==> src/bdpc_pkg.sv <==
package bdpc_pkg;

	localparam int unsigned TIME_W = 32;
	localparam int unsigned CFG_W  = 16;
	localparam int unsigned IDX_W  = 3;
	localparam int unsigned KIND_W = 2;

	localparam logic [IDX_W-1:0] REG_ENABLE        = 3'd0;
	localparam logic [IDX_W-1:0] REG_DEBOUNCE_MS   = 3'd1;
	localparam logic [IDX_W-1:0] REG_LONG_PRESS_MS = 3'd2;
	localparam logic [IDX_W-1:0] REG_DOUBLE_MS     = 3'd3;
	localparam logic [IDX_W-1:0] REG_PRESS_IS_HIGH = 3'd4;

	localparam logic [KIND_W-1:0] KIND_NONE   = 2'd0;
	localparam logic [KIND_W-1:0] KIND_NORMAL = 2'd1;
	localparam logic [KIND_W-1:0] KIND_LONG   = 2'd2;

	localparam logic [CFG_W-1:0] DEBOUNCE_RST = 16'd20;
	localparam logic [CFG_W-1:0] LONG_RST     = 16'd2000;
	localparam logic [CFG_W-1:0] DOUBLE_RST   = 16'd400;

	typedef struct packed {
		logic             enable;
		logic [CFG_W-1:0] debounce_ms;
		logic [CFG_W-1:0] long_press_ms;
		logic [CFG_W-1:0] double_press_ms;
		logic             press_is_high;
	} bdpc_cfg_t;

	typedef struct packed {
		logic              pin_level;
		logic [TIME_W-1:0] now_ms;
	} bdpc_sample_t;

	typedef struct packed {
		logic              pressed;
		logic              released;
		logic              long_press;
		logic              double_press;
		logic [TIME_W-1:0] hold_ms;
		logic [KIND_W-1:0] press_kind;
	} bdpc_result_t;

endpackage

==> src/bdpc_if.sv <==
interface bdpc_sample_if;
	logic                          valid;
	logic                          ready;
	logic                          pin_level;
	logic [bdpc_pkg::TIME_W-1:0]   now_ms;

	modport source (output valid, output pin_level, output now_ms, input ready);
	modport sink   (input valid, input pin_level, input now_ms, output ready);
endinterface

interface bdpc_result_if;
	logic                          valid;
	logic                          ready;
	logic                          pressed;
	logic                          released;
	logic                          long_press;
	logic                          double_press;
	logic [bdpc_pkg::TIME_W-1:0]   hold_ms;
	logic [bdpc_pkg::KIND_W-1:0]   press_kind;

	modport source (
		output valid, output pressed, output released, output long_press,
		output double_press, output hold_ms, output press_kind, input ready
	);
	modport sink (
		input valid, input pressed, input released, input long_press,
		input double_press, input hold_ms, input press_kind, output ready
	);
endinterface

interface bdpc_cfg_if;
	logic                        valid;
	logic                        ready;
	logic [bdpc_pkg::IDX_W-1:0]  index;
	logic [bdpc_pkg::CFG_W-1:0]  data;

	modport source (output valid, output index, output data, input ready);
	modport sink   (input valid, input index, input data, output ready);
endinterface

==> src/button_debounce_press_classifier.sv <==
// Button debounce and press classifier.
// sample: one transaction per raw pin sample, carrying pin_level and a free-running
//   millisecond stamp now_ms (wraps at 2^32).
// result: one transaction per sample with the press/release/long/double flags,
//   the current hold time and the last press kind.
// cfg: register writes (index, data), always ready; write only while the block is
//   idle. Index 0 enable, 1 debounce_ms, 2 long_press_ms, 3 double_press_ms,
//   4 press_is_high; other indices are ignored.
// An accepted sample is registered in sample_s1, processed by a single
//   combinational step and registered again in result_s2, which drives result.
// Throughput: one sample per cycle while result is not held off; when enabled,
//   the classifier state updates in the cycle a sample leaves the input register,
//   so the next sample sees it straight away.
// Reset: the levels go to the idle-high state, timers and press kind clear and
//   the registers take their defaults (disabled, 20/2000/400 ms, press is low).
// Stall: while result is held off, the finished result waits in the output
//   register and one more sample is taken into the input register; then sample
//   ready drops until the output is taken.
module button_debounce_press_classifier (
	input  logic         clk,
	input  logic         arst_n,
	bdpc_cfg_if.sink     cfg,
	bdpc_sample_if.sink  sample,
	bdpc_result_if.source result
);

	bdpc_pkg::bdpc_cfg_t     cfg_q;
	bdpc_pkg::bdpc_sample_t  sample_s1;
	bdpc_pkg::bdpc_result_t  step_res, result_s2;
	logic                    valid_s1, valid_s2;
	logic                    take, adv_s1;

	assign take         = !valid_s2 || result.ready;
	assign adv_s1       = valid_s1 && take;
	assign sample.ready = !valid_s1 || take;

	bdpc_cfg_regs u_cfg (
		.clk    (clk),
		.arst_n (arst_n),
		.cfg    (cfg),
		.cfg_q  (cfg_q)
	);

	bdpc_step u_step (
		.clk       (clk),
		.arst_n    (arst_n),
		.step      (adv_s1),
		.cfg_q     (cfg_q),
		.sample_s1 (sample_s1),
		.result    (step_res)
	);

	always_ff @(posedge clk or negedge arst_n) begin
		if (!arst_n) begin
			valid_s1 <= 1'b0;
			valid_s2 <= 1'b0;
		end else begin
			if (sample.ready) begin
				valid_s1 <= sample.valid;
			end
			if (take) begin
				valid_s2 <= valid_s1;
			end
		end
	end

	always_ff @(posedge clk) begin
		if (sample.valid && sample.ready) begin
			sample_s1.pin_level <= sample.pin_level;
			sample_s1.now_ms    <= sample.now_ms;
		end
		if (adv_s1) begin
			result_s2 <= step_res;
		end
	end

	assign result.valid        = valid_s2;
	assign result.pressed      = result_s2.pressed;
	assign result.released     = result_s2.released;
	assign result.long_press   = result_s2.long_press;
	assign result.double_press = result_s2.double_press;
	assign result.hold_ms      = result_s2.hold_ms;
	assign result.press_kind   = result_s2.press_kind;

endmodule

==> src/bdpc_cfg_regs.sv <==
module bdpc_cfg_regs (
	input  logic                 clk,
	input  logic                 arst_n,
	bdpc_cfg_if.sink             cfg,
	output bdpc_pkg::bdpc_cfg_t  cfg_q
);

	assign cfg.ready = 1'b1;

	always_ff @(posedge clk or negedge arst_n) begin
		if (!arst_n) begin
			cfg_q.enable          <= 1'b0;
			cfg_q.debounce_ms     <= bdpc_pkg::DEBOUNCE_RST;
			cfg_q.long_press_ms   <= bdpc_pkg::LONG_RST;
			cfg_q.double_press_ms <= bdpc_pkg::DOUBLE_RST;
			cfg_q.press_is_high   <= 1'b0;
		end else if (cfg.valid) begin
			unique case (cfg.index)
				bdpc_pkg::REG_ENABLE:        cfg_q.enable          <= cfg.data[0];
				bdpc_pkg::REG_DEBOUNCE_MS:   cfg_q.debounce_ms     <= cfg.data;
				bdpc_pkg::REG_LONG_PRESS_MS: cfg_q.long_press_ms   <= cfg.data;
				bdpc_pkg::REG_DOUBLE_MS:     cfg_q.double_press_ms <= cfg.data;
				bdpc_pkg::REG_PRESS_IS_HIGH: cfg_q.press_is_high   <= cfg.data[0];
				default: ;
			endcase
		end
	end

endmodule

==> src/bdpc_step.sv <==
module bdpc_step (
	input  logic                    clk,
	input  logic                    arst_n,
	input  logic                    step,
	input  bdpc_pkg::bdpc_cfg_t     cfg_q,
	input  bdpc_pkg::bdpc_sample_t  sample_s1,
	output bdpc_pkg::bdpc_result_t  result
);

	logic                          raw_q, steady_q, prev_q;
	logic [bdpc_pkg::TIME_W-1:0]   change_q, press_q, release_q, hold_q;
	logic [bdpc_pkg::KIND_W-1:0]   kind_q;

	logic                          raw_n, steady_n, prev_n;
	logic [bdpc_pkg::TIME_W-1:0]   change_n, press_n, release_n, hold_n;
	logic [bdpc_pkg::KIND_W-1:0]   kind_n, kind_aged;
	logic [bdpc_pkg::TIME_W-1:0]   long_ext, dbl_ext, deb_ext, now;
	logic                          is_press, is_release;

	always_comb begin
		now       = sample_s1.now_ms;
		long_ext  = {{(bdpc_pkg::TIME_W-bdpc_pkg::CFG_W){1'b0}}, cfg_q.long_press_ms};
		dbl_ext   = {{(bdpc_pkg::TIME_W-bdpc_pkg::CFG_W){1'b0}}, cfg_q.double_press_ms};
		deb_ext   = {{(bdpc_pkg::TIME_W-bdpc_pkg::CFG_W){1'b0}}, cfg_q.debounce_ms};

		kind_aged = (kind_q == bdpc_pkg::KIND_NORMAL && hold_q >= long_ext)
			? bdpc_pkg::KIND_LONG : kind_q;
		hold_n    = (press_q != '0) ? now - press_q : '0;

		raw_n     = sample_s1.pin_level;
		change_n  = (sample_s1.pin_level != raw_q) ? now : change_q;

		prev_n    = prev_q;
		steady_n  = steady_q;
		if (now - change_n >= deb_ext) begin
			prev_n   = steady_q;
			steady_n = sample_s1.pin_level;
		end

		is_press   = (prev_n != steady_n) && (steady_n == cfg_q.press_is_high);
		is_release = (prev_n != steady_n) && (steady_n != cfg_q.press_is_high);

		kind_n    = is_press ? bdpc_pkg::KIND_NORMAL : kind_aged;
		press_n   = is_press ? now : (is_release ? '0 : press_q);
		release_n = is_release ? now : release_q;

		if (cfg_q.enable) begin
			result.pressed      = is_press;
			result.released     = is_release;
			result.long_press   = kind_n == bdpc_pkg::KIND_NORMAL && hold_n >= long_ext;
			result.double_press = is_release && (now - release_q < dbl_ext);
			result.hold_ms      = hold_n;
			result.press_kind   = kind_n;
		end else begin
			result.pressed      = 1'b0;
			result.released     = 1'b0;
			result.long_press   = 1'b0;
			result.double_press = 1'b0;
			result.hold_ms      = hold_q;
			result.press_kind   = kind_q;
		end
	end

	always_ff @(posedge clk or negedge arst_n) begin
		if (!arst_n) begin
			raw_q     <= 1'b1;
			steady_q  <= 1'b1;
			prev_q    <= 1'b1;
			change_q  <= '0;
			press_q   <= '0;
			release_q <= '0;
			hold_q    <= '0;
			kind_q    <= bdpc_pkg::KIND_NONE;
		end else if (step && cfg_q.enable) begin
			raw_q     <= raw_n;
			steady_q  <= steady_n;
			prev_q    <= prev_n;
			change_q  <= change_n;
			press_q   <= press_n;
			release_q <= release_n;
			hold_q    <= hold_n;
			kind_q    <= kind_n;
		end
	end

endmodule

==> src/flat_wrapper.sv <==
// flat-port wrapper written by rule: the top's interface ports become plain ports
module button_debounce_press_classifier_flat 
  (clk, arst_n, cfg_valid, cfg_index, cfg_data, cfg_ready, sample_valid, sample_pin_level, sample_now_ms, sample_ready, result_valid, result_pressed, result_released, result_long_press, result_double_press, result_hold_ms, result_press_kind, result_ready);
  bdpc_cfg_if cfg_i ();
  bdpc_sample_if sample_i ();
  bdpc_result_if result_i ();
  input  logic clk;
  input  logic arst_n;
  input wire logic [$bits(cfg_i.valid)-1:0] cfg_valid;
  input wire logic [$bits(cfg_i.index)-1:0] cfg_index;
  input wire logic [$bits(cfg_i.data)-1:0] cfg_data;
  output wire logic [$bits(cfg_i.ready)-1:0] cfg_ready;
  input wire logic [$bits(sample_i.valid)-1:0] sample_valid;
  input wire logic [$bits(sample_i.pin_level)-1:0] sample_pin_level;
  input wire logic [$bits(sample_i.now_ms)-1:0] sample_now_ms;
  output wire logic [$bits(sample_i.ready)-1:0] sample_ready;
  output wire logic [$bits(result_i.valid)-1:0] result_valid;
  output wire logic [$bits(result_i.pressed)-1:0] result_pressed;
  output wire logic [$bits(result_i.released)-1:0] result_released;
  output wire logic [$bits(result_i.long_press)-1:0] result_long_press;
  output wire logic [$bits(result_i.double_press)-1:0] result_double_press;
  output wire logic [$bits(result_i.hold_ms)-1:0] result_hold_ms;
  output wire logic [$bits(result_i.press_kind)-1:0] result_press_kind;
  input wire logic [$bits(result_i.ready)-1:0] result_ready;
  assign cfg_i.valid = cfg_valid;
  assign cfg_i.index = cfg_index;
  assign cfg_i.data = cfg_data;
  assign cfg_ready = cfg_i.ready;
  assign sample_i.valid = sample_valid;
  assign sample_i.pin_level = sample_pin_level;
  assign sample_i.now_ms = sample_now_ms;
  assign sample_ready = sample_i.ready;
  assign result_valid = result_i.valid;
  assign result_pressed = result_i.pressed;
  assign result_released = result_i.released;
  assign result_long_press = result_i.long_press;
  assign result_double_press = result_i.double_press;
  assign result_hold_ms = result_i.hold_ms;
  assign result_press_kind = result_i.press_kind;
  assign result_i.ready = result_ready;
  button_debounce_press_classifier u_core (.clk(clk), .arst_n(arst_n), .cfg(cfg_i), .sample(sample_i), .result(result_i));
endmodule
==> config.mk <==
export PLATFORM = sky130hd
export DESIGN_NAME = button_debounce_press_classifier_flat
export DESIGN_NICKNAME = d
export VERILOG_FILES = /design/src/bdpc_pkg.sv /design/src/bdpc_if.sv /design/src/button_debounce_press_classifier.sv /design/src/bdpc_cfg_regs.sv /design/src/bdpc_step.sv /design/src/flat_wrapper.sv
export SDC_FILE = /design/constraint.sdc
export NUM_CORES = 1
export LEC_CHECK = 0
export BUFFER_PORTS_ARGS = -buffer_cell sky130_fd_sc_hd__buf_2
export CAP_MARGIN = 20
export CORE_MARGIN = 4
export CORE_UTILIZATION = 30
export CTS_CLUSTER_DIAMETER = 50
export DETAILED_ROUTE_END_ITERATION = 8
export PLACE_DENSITY = 0.55
export SLEW_MARGIN = 20
export SYNTH_ARGS = -nofsm -noshare
export SYNTH_HDL_FRONTEND = slang
export SYNTH_SLANG_ARGS = --single-unit
==> constraint.sdc <==
create_clock -name clk -period 10.4 [get_ports clk]
set_input_delay 0.52 -clock clk [delete_from_list [all_inputs] [get_ports clk]]
set_output_delay 0.52 -clock clk [all_outputs]
set_load 0.05 [all_outputs]
==> results.toml, run 1 <==
[die]
pin_count = 98
die-area_um2 = 61500
initial_core_util_pct = 30.5
core_um2 = 56700
die_w_um = 248
rows = 87
die_h_um = 248

[clocking]
clock_sinks = 256
cts_max_level = 2
ctsLongestPathBuffers = 3
clk-insertion-delay-late_ps = 550
cts_resized = 0
clockRootBuffer = "clkbuf_16"
clk_pin_slew_worst_paths_ps = 60
cts_tree = "built"
cts_inserted_buffers = 35

[synthesis]
synth_most_common_cell = "nand2_1"
async_reset_ff_share_pct = 72.3
yosysWarnings = 0
synth-seq-area-share_pct = 39.2
synthTopCellsByCount = "nand2_1 (174), dfrtp_1 (171), inv_1 (163), ha_1 (146), o21ai_0 (123)"
synth_cell_types = 88
synth-edff-count = 71
synth_area_leaders = "dfrtp_1 (25%), edfxtp_1 (12%), ha_1 (11%)"
ys.flop_type = "dfrtp_1"
yosysTopAreaCell = "dfrtp_1"
synthesis.nets = 2043
synthCells = 1838
syn_area_um2 = 17300
avgSynthCellArea_um2 = 9.40
synth_top_area_share_pct = 24.8
ys_ff_latch = 256

[worst_setup_path]
crit_path_frequent_cell = "ha_1"
path_class = "reg -> reg"
start_kind = "register"
crit_chain = "xnor2_4, buf_4, mux2i_1, ha_1, a21boi_0, nand2_1, or4_1, o211ai_1, nor2b_1, xnor2_1, ha_1, a21o_1, a21oi_1, o21ai_0, a211oi_1, o221ai_1, or4b_1, nor4b_2, nand4_2, mux2_2, nand2_2, mux2_1"
worstPathRequired_ps = 10810
reg2reg_from = "u_core.sample_s1[32]"
crit_arrival_ps = 7690
critPathMaxStageDelay_ps = 740
crit_path_end_kind = "register"
rrSetupSlack_ps = 3120
critPathSlowestCell = "xnor2_4"
rr_endpoint = "u_core.u_step.release_q[27]"
path_max_fanout = 32
rr_worst_depth = 22

[placement]
gp_congestion = 0.903
io_buffers = 96
dp_hpwl_mm = 36.9

[hold_path]
min_from = "sample_now_ms[24]"
worstHoldEndpoint = "u_core.sample_s1[24]"
min_path_cells = 1
hp-class = "in -> reg"

[grt]
antenna_found_initial = 1
grt_first_pass_wirelength_mm = 76.6
grt_overflow = 0
grt.total_usage_pct = 15.8
grt_max_degree = 67
grt_pass1_vias = 13600

[timing]
hold_ws_ps = 156
setup_viol = 0
rsz0062_at_grt = "no"
max_freq_mhz = 137
fin_worst_skew_ps = 22.5
slew_headroom_pct = 30.6
final.setup.tns_ps = 0
slew_violations = 0
fin_crit_ps = 7280
final.period_utilization_pct = 70.0
hold_viol = 0
tightest_slew_ps = 1040

[detailed_routing]
drt-total-wl_mm = 48.7
drtIter0Drc = 844
drc = 0
drtPass1Iterations = 6
ant_nets = 0
wl_per_cell_um = 18.0
via_per_inst = 5.08
route.vias.total = 13700

[pwr]
leakagePower_uw = 0.00882
pwr_density_cell_nw_per_um2 = 316
peakVddDrop_v = 0.000119

[run_status]
status = "finished, final reports clean"

[finish]
n_fill_cell = 5798
finalNetCount = 2121
drive_gt1_share_pct = 13.3
n_antenna_cell = 0
syn_to_final_growth_pct = 14.4
fin_util_pct = 34.8

[run]
maxCapViolations = 0
==> critical path, delay by kind of cell (launching register included) <==
kind / cells / cell delay, ps
flip-flops: 1 / 600
AO/OA/AOI/OAI: 7 / 1220
XOR/XNOR: 2 / 870
adder cells (fa/ha/maj): 2 / 760
AND/OR/NAND/NOR: 7 / 2340
multiplexers: 3 / 920
buffers and inverters: 1 / 420
==> per-layer routing <==
metal | share of wire, % | up-vias | track usage, % | wire length, um
li1 | - | 6759 | - | -
met3 | 4.6 | 80 | 2.12 | 2250
met4 | 2.6 | 0 | 4.48 | 1250
met1 | 48 | 6553 | 22.1 | 23400
met5 | 0 | - | 0 | 0
met2 | 45 | 323 | 25.7 | 21800
==> worst max-delay path by stage <==
stage,startpoint,endpoint,slack [ps],cells past startpoint
CTS,u_core.sample_s1[32],u_core.u_step.press_q[23],2860,23
floorplan,u_core.sample_s1[32],u_core.u_step.release_q[28],3980,27
global route,u_core.sample_s1[32],u_core.u_step.release_q[27],2450,22
detailed placement,u_core.sample_s1[32],u_core.u_step.press_q[23],2870,23
finish,u_core.sample_s1[32],u_core.u_step.release_q[27],3120,22
global placement,u_core.sample_s1[32],u_core.u_step.press_q[24],2980,23
==> repair_timing <==
action                                 4_1_cts  5_1_grt
endpoints found under the hold margin       56        0
buffers inserted                             0        0
hold buffers                                 1        0
==> report_power, final <==
| part | internal, uW | switching, uW | leakage, uW |
|---|---|---|---|
| clock | 740 | 484 | 0.000589 |
| combinational | 1370 | 2000 | 0.00532 |
| sequential | 1420 | 228 | 0.00290 |
| total | 3530 | 2710 | 0.00882 |
==> flip-flops by register name, indices dropped and copies added (netlist names), 2 cells and up <==
| signal | cells |
|---|---|
| u_core.u_step.hold_q | 32 |
| u_core.u_step.press_q | 32 |
| u_core.result.hold_ms | 32 |
| u_core.u_step.release_q | 32 |
| u_core.u_step.change_q | 32 |
| u_core.u_step.kind_q | 2 |
| u_core.u_cfg.cfg_q | 50 |
| u_core.sample_s1 | 33 |
| u_core.result.press_kind | 2 |
==> stage by stage <==
stage	instance area, um^2	setup WS (ps)	std cells	power, uW
4_1_cts	19800	2860	2699	6280
3_5_place_dp	18500	2870	2634	5010
6_report	19800	3120	2699	6250
2_1_floorplan	17300	3980	1838	4200
3_3_place_gp	18500	2980	2634	4960
5_1_grt	19800	2450	2699	6800
==> cells in the final DEF (no fill, tap or decap), drive strengths merged, types with 16 or more instances in the layout <==
cell type / Yosys / final
o21a: 23 / 23
inv: 163 / 170
nand4: 30 / 30
nor4: 16 / 16
a21oi: 105 / 105
buf: 16 / 109
clkbuf: 54 / 46
mux2i: 37 / 37
xnor2: 43 / 43
a21o: 51 / 51
dfrtp: 171 / 171
nand2: 175 / 175
nor2: 97 / 97
nand2b: 30 / 30
and2: 18 / 18
nand3: 35 / 35
edfxtp: 71 / 71
a31o: 33 / 33
ha: 146 / 146
o21ai: 131 / 131
mux2: 77 / 77
xor2: 39 / 39
nor2b: 35 / 35
nor3: 52 / 52
==> layout make-up <==
cell class	count	area [um^2]	area share, %
multi-input combinational	1349	9620	48.7
sequential	256	6780	34.3
clock buffer	45	997	5.05
tap	756	946	4.79
inverter	163	612	3.10
timing repair buffer	111	604	3.06
clock inverter	19	194	0.982
==> logic make-up after synthesis <==
| family | synth area share (%) |
|---|---|
| AND/OR/NAND/NOR | 15.2 |
| AO/OA/AOI/OAI | 17.6 |
| flip-flops | 39.2 |
| buffers and inverters | 5.42 |
| adder cells (fa/ha/maj) | 11.1 |
| multiplexers | 7.16 |
| XOR/XNOR | 4.25 |
| other | 0.0217 |
(Power assumes the default switching activity.)
==> run 2: changes to the inputs <==
Settings changed: PLACE_DENSITY 0.55 to 0.57.
Clock period 10.4 ns to 6.35 ns, I/O delays scaled along.
==> run 2 against run 1 <==
Against the previous run:
- hold slack got worse by 130 ps
- wire length increased by 0.14%
- clock skew grew 4.8 ps
- fmax rose by 23%
- core utilization is 1.1 points higher
- highest routed layer unchanged
- die area unchanged
- final cell count increased by 2.0%
- largest cell class unchanged
- count of clock-buffer cells in the layout decreased by 2
- total power grew 68%
- sequential share of layout area down 1.0 points
==> results.toml, run 2 (synthesis results as in run 1) <==
[worst_setup_path]
path_class = "reg -> reg"
cp_num_buf_inv = 3
critPathSlowestCell = "dfstp_2"
crit_path_end_kind = "register"
cp_top_family = "simple AND/OR/NAND/NOR gates"
worstPathRequired_ps = 6790
critPathMaxStageDelay_ps = 610
crit_arrival_ps = 6350
path_max_fanout = 32
crit_path_frequent_cell = "o21ai_0"
start_kind = "register"

[timing]
fin_worst_skew_ps = 27.3
final.period_utilization_pct = 93.0
final.setup.tns_ps = 0
rsz0062_at_grt = "no"
hold_viol = 0
setup_viol = 0
max_freq_mhz = 169
fin_crit_ps = 5910
tightest_slew_ps = 1060
hold_ws_ps = 23.6
slew_violations = 0
slew_headroom_pct = 29.5

[clocking]
clockRootBuffer = "clkbuf_16"
clock_sinks = 256
cts_max_level = 2
clk_pin_slew_worst_paths_ps = 60
ctsLongestPathBuffers = 3
cts_tree = "built"
cts_inserted_buffers = 36
clk-insertion-delay-late_ps = 570

[detailed_routing]
drtPass1Iterations = 5
ant_nets = 0
via_per_inst = 5.02
route.vias.total = 13800
wl_per_cell_um = 17.7
drt-total-wl_mm = 48.8
drc = 0
drtIter0Drc = 934

[die]
rows = 87
die-area_um2 = 61500
initial_core_util_pct = 30.5
die_h_um = 248
die_w_um = 248
core_um2 = 56700
pin_count = 98

[grt]
top_usage_layer = "met2"
grt_util_met1_pct = 22.5
antenna_found_initial = 1
grt_first_pass_wirelength_mm = 77.0
grt.total_usage_pct = 15.9
met2_usage_pct = 25.0
grt_pass1_vias = 13800
grt_overflow = 0
met3_usage_pct = 2.20
grt_max_degree = 69

[pwr]
seqPwrFrac_pct = 25.6
p_int_uw = 6000
pwr-share-clk_pct = 20.8
power_switching_uw = 4500
leakagePower_uw = 0.00910
power_uw = 10500
p_sw_share_pct = 42.9
combPwrFrac_pct = 53.6
peakVddDrop_v = 0.000260
pwr_density_cell_nw_per_um2 = 515

[finish]
finalNetCount = 2174
drive_gt1_share_pct = 14.1
regMostFlops = "u_core.u_cfg.cfg_q"
top_regs = "u_core.u_cfg.cfg_q: 50 flops, u_core.sample_s1: 33 flops"
final_cell_mix = "nand2_1 (174), dfrtp_1 (170), inv_1 (163)"
largest_reg_flops = 50
syn_to_final_growth_pct = 17.9
layout.cells.most_common = "nand2_1"

[run]
maxCapViolations = 0

[run_status]
status = "finished, final reports clean"

[hold_path]
hp-class = "in -> reg"

[placement]
gp_congestion = 0.897
io_buffers = 96
dp_hpwl_mm = 37.6
## run 2: power by group through the flow
| stage | clock (uW) | combinational (uW) | sequential (uW) |
|---|---|---|---|
| after floorplan | 0 | 3980 | 2900 |
| after global placement | 0 | 5480 | 2690 |
| after detailed placement | 0 | 5550 | 2710 |
| after CTS | 2240 | 5610 | 2690 |
| after global routing | 2310 | 6350 | 2750 |
| final | 2190 | 5630 | 2680 |
## run 2: path summary, 6_finish.rpt
path	start	to	slack [ps]	depth (start not counted)
setup / recovery	u_core.u_step.raw_q	u_core.u_step.press_q[3]	440	26
min in group asynchronous	arst_n	u_core.u_step.hold_q[4]	340	2
setup reg to reg	u_core.u_step.raw_q	u_core.u_step.press_q[3]	440	26
hold reg to reg	u_core.u_step.change_q[0]	u_core.u_step.change_q[0]	480	2
hold / removal	sample_pin_level	u_core.sample_s1[32]	20	1
max in group asynchronous	arst_n	u_core.u_step.change_q[19]	4650	3
## run 2: per-layer routing
metal,share of wire (%),vias up
met4,2.8,0
li1,-,6861
met5,0,-
met3,4.4,80
met1,49,6566
met2,44,318
## run 2: repair_timing
action | 4_1_cts | 5_1_grt
setup endpoints to repair | 0 | 70
gates resized for setup | 0 | 6
hold buffers | 34 | 0
endpoints found under the hold margin | 90 | 0
buffers inserted | 0 | 3
## run 2: area by class of cell
type | count | area (um^2)
Antenna cell | 1 | 2.50
Sequential cell | 256 | 6780
Clock buffer | 43 | 968
Multi-Input combinational cell | 1349 | 9640
Fill cell | 5703 | 36300
Inverter | 163 | 612
Clock inverter | 23 | 332
Timing Repair Buffer | 163 | 1090
Tap cell | 756 | 946
## run 2: per-stage QoR
| stage | area (um^2) | cells | setup slack, ps | utilization, % |
|---|---|---|---|---|
| final | 20400 | 2754 | 443 | 35.9 |
| after global routing | 20400 | 2754 | 5.39 | 35.9 |
| after CTS | 20300 | 2750 | 191 | 35.8 |
| after detailed placement | 18700 | 2650 | 211 | 32.9 |
| after global placement | 18700 | 2650 | 331 | 32.9 |
| after floorplan | 17300 | 1838 | 175 | - |
